$ cat src/sv/gpps_pkg.sv
// Shared types and constants for the gapped pair pattern search.
// No dependencies; imported by every module and the req/csr interfaces.
package gpps_pkg;

   localparam int PAT_A_LEN = 2;
   localparam int PAT_B_LEN = 2;
   localparam int MAX_GAP   = 10;
   localparam int WIN_LEN   = PAT_A_LEN + MAX_GAP - 1 + PAT_B_LEN;
   localparam int FILL_W    = $clog2(WIN_LEN + 1);
   localparam int PAT_W     = 4;
   localparam int CSR_IDX_W = 2;

   typedef logic [1:0]                    sym_type;
   typedef logic [PAT_W-1:0]              pat_type;
   typedef logic [FILL_W-1:0]             fill_type;
   typedef logic [CSR_IDX_W-1:0]          csr_idx_type;
   typedef logic [WIN_LEN-1:0][1:0]       window_type;

   localparam csr_idx_type CSR_PATTERN_A = csr_idx_type'(0);
   localparam csr_idx_type CSR_PATTERN_B = csr_idx_type'(1);

endpackage

$ cat src/sv/gpps_ifs.sv
// Valid/ready channel interfaces: symbol input, result output, register writes.
// Depends on gpps_pkg.
interface gpps_req_if;
   import gpps_pkg::*;
   logic    valid;
   logic    ready;
   sym_type symbol;
   logic    last_symbol;
   modport source (output valid, symbol, last_symbol, input ready);
   modport sink   (input valid, symbol, last_symbol, output ready);
endinterface

interface gpps_rsp_if;
   logic valid;
   logic ready;
   logic found;
   modport source (output valid, found, input ready);
   modport sink   (input valid, found, output ready);
endinterface

interface gpps_csr_if;
   import gpps_pkg::*;
   logic        valid;
   logic        ready;
   csr_idx_type index;
   pat_type     data;
   modport source (output valid, index, data, input ready);
   modport sink   (input valid, index, data, output ready);
endinterface

$ cat src/sv/gpps_match.sv
// Gap comparator: tests every gap placement of pattern A then pattern B in parallel.
// Depends on gpps_pkg.
module gpps_match (
   input  gpps_pkg::window_type window,
   input  gpps_pkg::fill_type   fill,
   input  gpps_pkg::pat_type    pattern_a,
   input  gpps_pkg::pat_type    pattern_b,
   output logic                 hit
);
   import gpps_pkg::*;

   logic [MAX_GAP-1:0] gap_hit;

   always_comb begin
      for (int g = 0; g < MAX_GAP; g++) begin
         gap_hit[g] = (fill >= FILL_W'(PAT_A_LEN + g + PAT_B_LEN));
         for (int j = 0; j < PAT_A_LEN; j++) begin
            if (window[PAT_A_LEN + g + PAT_B_LEN - 1 - j] != pattern_a[2*j +: 2]) begin
               gap_hit[g] = 1'b0;
            end
         end
         for (int j = 0; j < PAT_B_LEN; j++) begin
            if (window[PAT_B_LEN - 1 - j] != pattern_b[2*j +: 2]) begin
               gap_hit[g] = 1'b0;
            end
         end
      end
   end

   assign hit = |gap_hit;

endmodule

$ cat src/sv/gapped_pair_pattern_search.sv
// Top level of the gapped pair pattern search.
// Depends on gpps_pkg, the channel interfaces and gpps_match.
//
// Usage:
//  req carries one 2-bit symbol per transfer, last_symbol marking the end
//  of a sequence. rsp carries one transfer per sequence: found is 1 when
//  pattern A was followed, after a gap of 0 to MAX_GAP-1 symbols, by
//  pattern B anywhere inside that sequence. csr writes pattern_a (index 0)
//  and pattern_b (index 1); other indexes are dropped. csr is always ready;
//  write it only while no sequence is in flight.
//  Throughput: one symbol per cycle unless a final symbol is held back. A
//  symbol goes into the input register on its transfer and is then compared
//  against the window; the result of a last symbol lands in the output
//  register, which drives rsp.valid. The single compare stage lies between
//  the two registers. Reset clears both patterns, the fill count, the match
//  flag and both valid flags. While rsp is stalled, non-final symbols keep
//  flowing; a final symbol waits in the input register and req.ready drops
//  behind it.
module gapped_pair_pattern_search (
   input  logic       clock,
   input  logic       reset,
   gpps_req_if.sink   req,
   gpps_rsp_if.source rsp,
   gpps_csr_if.sink   csr
);
   import gpps_pkg::*;

   logic       in_valid_ff;
   sym_type    in_sym_ff;
   logic       in_last_ff;
   window_type window_ff;
   fill_type   fill_ff;
   logic       seen_ff;
   logic       rsp_valid_ff;
   logic       found_ff;
   pat_type    pattern_a_ff;
   pat_type    pattern_b_ff;

   window_type window_in;
   fill_type   fill_in;
   logic       seen_in;
   logic       hit;
   logic       out_free;
   logic       process;
   logic       req_xfer;

   assign out_free  = !rsp_valid_ff || rsp.ready;
   assign process   = in_valid_ff && (!in_last_ff || out_free);
   assign req.ready = !in_valid_ff || process;
   assign req_xfer  = req.valid && req.ready;
   assign csr.ready = 1'b1;

   assign window_in = {window_ff[WIN_LEN-2:0], in_sym_ff};
   assign fill_in   = (fill_ff == FILL_W'(WIN_LEN)) ? fill_ff : fill_ff + FILL_W'(1);
   assign seen_in   = seen_ff || hit;

   gpps_match u_match (
      .window    (window_in),
      .fill      (fill_in),
      .pattern_a (pattern_a_ff),
      .pattern_b (pattern_b_ff),
      .hit       (hit)
   );

   always_ff @(posedge clock) begin
      if (reset) begin
         in_valid_ff  <= 1'b0;
         fill_ff      <= '0;
         seen_ff      <= 1'b0;
         rsp_valid_ff <= 1'b0;
         pattern_a_ff <= '0;
         pattern_b_ff <= '0;
      end else begin
         if (csr.valid) begin
            unique case (csr.index)
               CSR_PATTERN_A: pattern_a_ff <= csr.data;
               CSR_PATTERN_B: pattern_b_ff <= csr.data;
               default: ;
            endcase
         end
         if (req.ready) begin
            in_valid_ff <= req.valid;
         end
         if (process) begin
            if (in_last_ff) begin
               fill_ff <= '0;
               seen_ff <= 1'b0;
            end else begin
               fill_ff <= fill_in;
               seen_ff <= seen_in;
            end
         end
         if (process && in_last_ff) begin
            rsp_valid_ff <= 1'b1;
         end else if (rsp.ready) begin
            rsp_valid_ff <= 1'b0;
         end
      end
   end

   always_ff @(posedge clock) begin
      if (req_xfer) begin
         in_sym_ff  <= req.symbol;
         in_last_ff <= req.last_symbol;
      end
      if (process) begin
         window_ff <= window_in;
      end
      if (process && in_last_ff) begin
         found_ff <= seen_in;
      end
   end

   assign rsp.valid = rsp_valid_ff;
   assign rsp.found = found_ff;

endmodule

$ cat src/flat_wrapper.sv
// flat-port wrapper written by rule: the top's interface ports become plain ports
module gapped_pair_pattern_search_flat import gpps_pkg::*;
  (clock, reset, req_valid, req_symbol, req_last_symbol, req_ready, rsp_valid, rsp_found, rsp_ready, csr_valid, csr_index, csr_data, csr_ready);
  gpps_req_if req_i ();
  gpps_rsp_if rsp_i ();
  gpps_csr_if csr_i ();
  input  logic clock;
  input  logic reset;
  input wire logic [$bits(req_i.valid)-1:0] req_valid;
  input wire logic [$bits(req_i.symbol)-1:0] req_symbol;
  input wire logic [$bits(req_i.last_symbol)-1:0] req_last_symbol;
  output wire logic [$bits(req_i.ready)-1:0] req_ready;
  output wire logic [$bits(rsp_i.valid)-1:0] rsp_valid;
  output wire logic [$bits(rsp_i.found)-1:0] rsp_found;
  input wire logic [$bits(rsp_i.ready)-1:0] rsp_ready;
  input wire logic [$bits(csr_i.valid)-1:0] csr_valid;
  input wire logic [$bits(csr_i.index)-1:0] csr_index;
  input wire logic [$bits(csr_i.data)-1:0] csr_data;
  output wire logic [$bits(csr_i.ready)-1:0] csr_ready;
  assign req_i.valid = req_valid;
  assign req_i.symbol = req_symbol;
  assign req_i.last_symbol = req_last_symbol;
  assign req_ready = req_i.ready;
  assign rsp_valid = rsp_i.valid;
  assign rsp_found = rsp_i.found;
  assign rsp_i.ready = rsp_ready;
  assign csr_i.valid = csr_valid;
  assign csr_i.index = csr_index;
  assign csr_i.data = csr_data;
  assign csr_ready = csr_i.ready;
  gapped_pair_pattern_search u_core (.clock(clock), .reset(reset), .req(req_i), .rsp(rsp_i), .csr(csr_i));
endmodule
$ cat config.mk
export PLATFORM = sky130hd
export DESIGN_NAME = gapped_pair_pattern_search_flat
export DESIGN_NICKNAME = d
export VERILOG_FILES = /design/src/sv/gpps_pkg.sv /design/src/sv/gpps_ifs.sv /design/src/sv/gpps_match.sv /design/src/sv/gapped_pair_pattern_search.sv /design/src/flat_wrapper.sv
export SDC_FILE = /design/constraint.sdc
export NUM_CORES = 1
export LEC_CHECK = 0
export BUFFER_PORTS_ARGS = -buffer_cell sky130_fd_sc_hd__buf_2
export CAP_MARGIN = 20
export CORE_ASPECT_RATIO = 1.4
export CORE_UTILIZATION = 31
export CTS_CLUSTER_DIAMETER = 50
export DETAILED_ROUTE_END_ITERATION = 10
export PLACE_DENSITY = 0.58
export SYNTH_ARGS = -nofsm -noshare
export SYNTH_HDL_FRONTEND = slang
export SYNTH_HIERARCHICAL = 1
export SYNTH_SLANG_ARGS = --single-unit
$ cat constraint.sdc
create_clock -name clock -period 2.8 [get_ports clock]
set_input_delay 0.84 -clock clock [delete_from_list [all_inputs] [get_ports clock]]
set_output_delay 0.84 -clock clock [all_outputs]
set_load 0.03 [all_outputs]
==> key figures <==
Timing
  – Minimum clock period: 2.47 ns
  – RSZ-0062 raised after global routing: false
  – Clock skew: 0.00575 ns
  – Setup TNS: 0 ns
  – Worst-Margin Slew: 0.608 ns
  – Slew HR: 0.594
  – Endpoints failing hold: 0
  – Fmax: slightly above 0.4 GHz
  – Slew Viols, Final: 0
  – Final worst-path cycle share: 0.882
  – Final setup vio count: 0

Synth
  – Synth Area in XOR/XNOR: 0.181
  – Primary FF master, synth: edfxtp_1
  – Net Count, Synth: ~200
  – Synth warnings: 6
  – Async SR Flop Fraction: 0
  – Mapped Cells: approximately 190
  – Netlist cell types: 42
  – Simple-Gate Fraction of Synth Area: 0.130
  – Largest family of logic cells by synthesized area: XOR/XNOR gates
  – Cell Area, Synth: 2180 sq um
  – Synth top area share: 0.386
  – Synth Area per Inst: 11.8 sq um
  – Seq/Total Area, Yosys: 0.524
  – Share of synthesized area spent on multiplexers: 0.0420
  – Synth Register Bits: 43
  – Synth top area cells: edfxtp_1 39%, dfxtp_1 14%, xor2_1 12%, xnor2_1 5.6%, mux2i_1 3.7%
  – Synth Area in Compound Gates: 0.0782
  – Number of synthesized flops with an enable pin: 28
  – Adder-cell share of the synthesized area: 0.0115
  – Yosys top cell by area: edfxtp_1

Layout
  – # diodes: 0
  – Post-route insts no fill: approximately 300
  – Fin area: 2430 sq um
  – Layout area overhead: 11.8%
  – Final core occ: 0.363
  – Final #Nets: 221
  – Layout fillers: 671
  – Share of cells above drive strength 1: 0.180

Clock network
  – Post-CTS Setup Bufs: 0
  – CTS sink cnt: 43
  – CTS tree: done
  – Clock Latency Late Sink: 0.30 ns
  – Clock transition at path regs: ~0.090 ns
  – H-Tree Level Count: 2
  – Clock Path Buffers: 2
  – CTS root buf: clkbuf_8
  – CTS hold repair buffers: 0
  – Cts repair resizes: 0
  – Cts bufs inserted: 5

Critical path
  – Worst r2r src: u_core/fill_ff[0]
  – Reg2reg path depth: 10
  – CP Launch Type: flop
  – Crit path capture type: flop
  – Worst-path fanout max: 7
  – CP Data Arrival Time: 2.69 ns
  – Critical R2R Capture: u_core/seen_ff
  – R2r setup slk: 0.33 ns
  – Critical path class: reg2reg
  – Critical Path RT: 3.02 ns

Pwr
  – Clock share of power: 0.320
  – Internal Pwr Total: 0.920 mW
  – Switching share of power: 0.244
  – LEAKAGE: 0.908 nW
  – Peak VDD IR: 0.000416 V
  – P_sw: 0.296 mW
  – Flop pwr share: 0.599
  – PD cells: 499 nW/um^2
  – Combinational Power Share: 0.080

Global route
  – Initial antenna violation count: 0
  – Number of global-route vias before repair: roughly 1400
  – Pin count of the biggest net entering global routing: 27
  – GRT Overall Usage: 0.120
  – Global-route wire length before repair: 6620 um
  – Grt ovf: 0

Drt
  – Number of DRC markers in iteration 0: between 40 and 50
  – Drt drc: 0
  – DR pass1 iterations: 4
  – DR vias: 1388
  – Antenna Nets Post-Route: 0
  – Wire per inst: roughly 13 um
  – WL final: 4020 um
  – Vias/cell: roughly 4.7

Floorplan
  – Rows: 35
  – Die width: around 73 um
  – Initial Util: 0.325
  – Core Footprint: 6700 sq um
  – Die area: 7370 sq um
  – Chip Height: 101 um
  – I/O pin count: 18

Place
  – Placer Congestion: 0.777
  – Final HPWL DP: a little under 3000 um
  – DP Area: approximately 2300 sq um
  – # port buffers: 16
  – Placed insts: 290

Min path
  – Hold Crit Class: reg2reg
  – WHS Path Cells: 0
  – Worst hold endpoint: u_core/window_ff[2]
  – HP Start: u_core/window_ff[0]

Outcome
  – Outcome: complete, no violations

Job
  – Max-Cap Viols: 0
## stage by stage
stage / hold WS [ns] / power [mW] / worst slack, ns
after floorplan: 0.447 / 0.811 / 0.282
after global placement: 0.452 / 0.841 / 0.417
after detailed placement: 0.459 / 0.842 / 0.351
after CTS: 0.480 / 1.23 / 0.316
after global routing: 0.491 / 1.27 / 0.0105
final: 0.476 / 1.22 / 0.331
## cells by family (layout without fill, tap and decap cells)
group                      after synthesis  count (layout)
and+or+nand+nor                         48              48
xor gates and xnor gates                45              45
DFF                                     43              43
AOI/OAI and AO/OA                       27              27
buffers and inverters                   10              31
muxes                                    9               9
adders and majority gates                2               2
other                                    1               1
## cell usage in the layout, fill, tap and decap left out, types with 6 or more instances in the layout
cell type and count:
xor2_1 31, a21oi_1 7, nor2_1 11, nand3_1 6
xnor2_1 14, mux2i_1 8, a31oi_1 6, edfxtp_1 28
buf_2 16, dfxtp_1 15, nor4_1 6
## power groups by stage
stage          Sequential [mW]  Clock (mW)  Combinational, mW
2_1_floorplan            0.732           0             0.0788
3_3_place_gp             0.744           0             0.0976
3_5_place_dp             0.744           0             0.0982
4_1_cts                  0.730       0.400             0.0987
5_1_grt                  0.734       0.427              0.108
6_report                 0.729       0.390             0.0974
## worst max path at each step
stage                     cells past startpoint              start                   to  slack, ns
final                                        10  u_core/fill_ff[0]       u_core/seen_ff       0.33
after CTS                                    10  u_core/fill_ff[0]       u_core/seen_ff       0.32
after global placement                       10  u_core/fill_ff[0]       u_core/seen_ff       0.42
after detailed placement                     10  u_core/fill_ff[0]       u_core/seen_ff       0.35
after floorplan                               2          rsp_ready  u_core/window_ff[0]       0.28
after global routing                         10  u_core/fill_ff[0]       u_core/seen_ff       0.01
## metal layers
metal	GRT usage	vias to the layer above	wire, um
li1	-	703	-
met1	0.135	663	1750
met2	0.215	15	2110
met3	0.0269	7	82
met4	0.0498	0	69
met5	0	-	0
## Yosys cell counts, drive strengths merged, types with 2 or more instances
library cell  number
nand2              2
a21oi              8
buf                6
mux2i              8
and3               2
nor2b              2
edfxtp            28
ha                 2
nor2              12
dfxtp             15
o21ai              5
nand3b             4
or2                2
xor2              31
o21a               2
inv                3
xnor2             14
a31oi              6
nor3               4
nor4               8
nand3              7
## layout make-up
type	count	area (sq um)	share of cell area
clock buffer	5	68.8	0.0283
clock inverter	3	18.8	0.00771
inverter	3	11.3	0.00462
multi-input combinational	132	970	0.398
sequential	43	1140	0.469
tap	92	115	0.0473
timing repair buffer	20	110	0.0452
## registers in the layout (all words and copies together) (netlist names)
name                 count
u_core/fill_ff           4
u_core/in_last_ff        1
u_core/in_sym_ff         2
u_core/in_valid_ff       1
u_core/pattern_a_ff      4
u_core/pattern_b_ff      4
u_core/rsp.found         1
u_core/rsp.valid         1
u_core/seen_ff           1
u_core/window_ff        24
## worst max-delay path: stages (launching register included)
cell and delay [ns]:
dfxtp_1 0.46, ha_1 0.25, nand3_2 0.16, a21oi_1 0.41
nor3_1 0.14, nor4_1 0.29, a31oi_1 0.12, and3_1 0.19
a21oi_2 0.14, a31oi_1 0.09, nor3_1 0.14
Note: power is estimated with default switching activity, not from simulation.
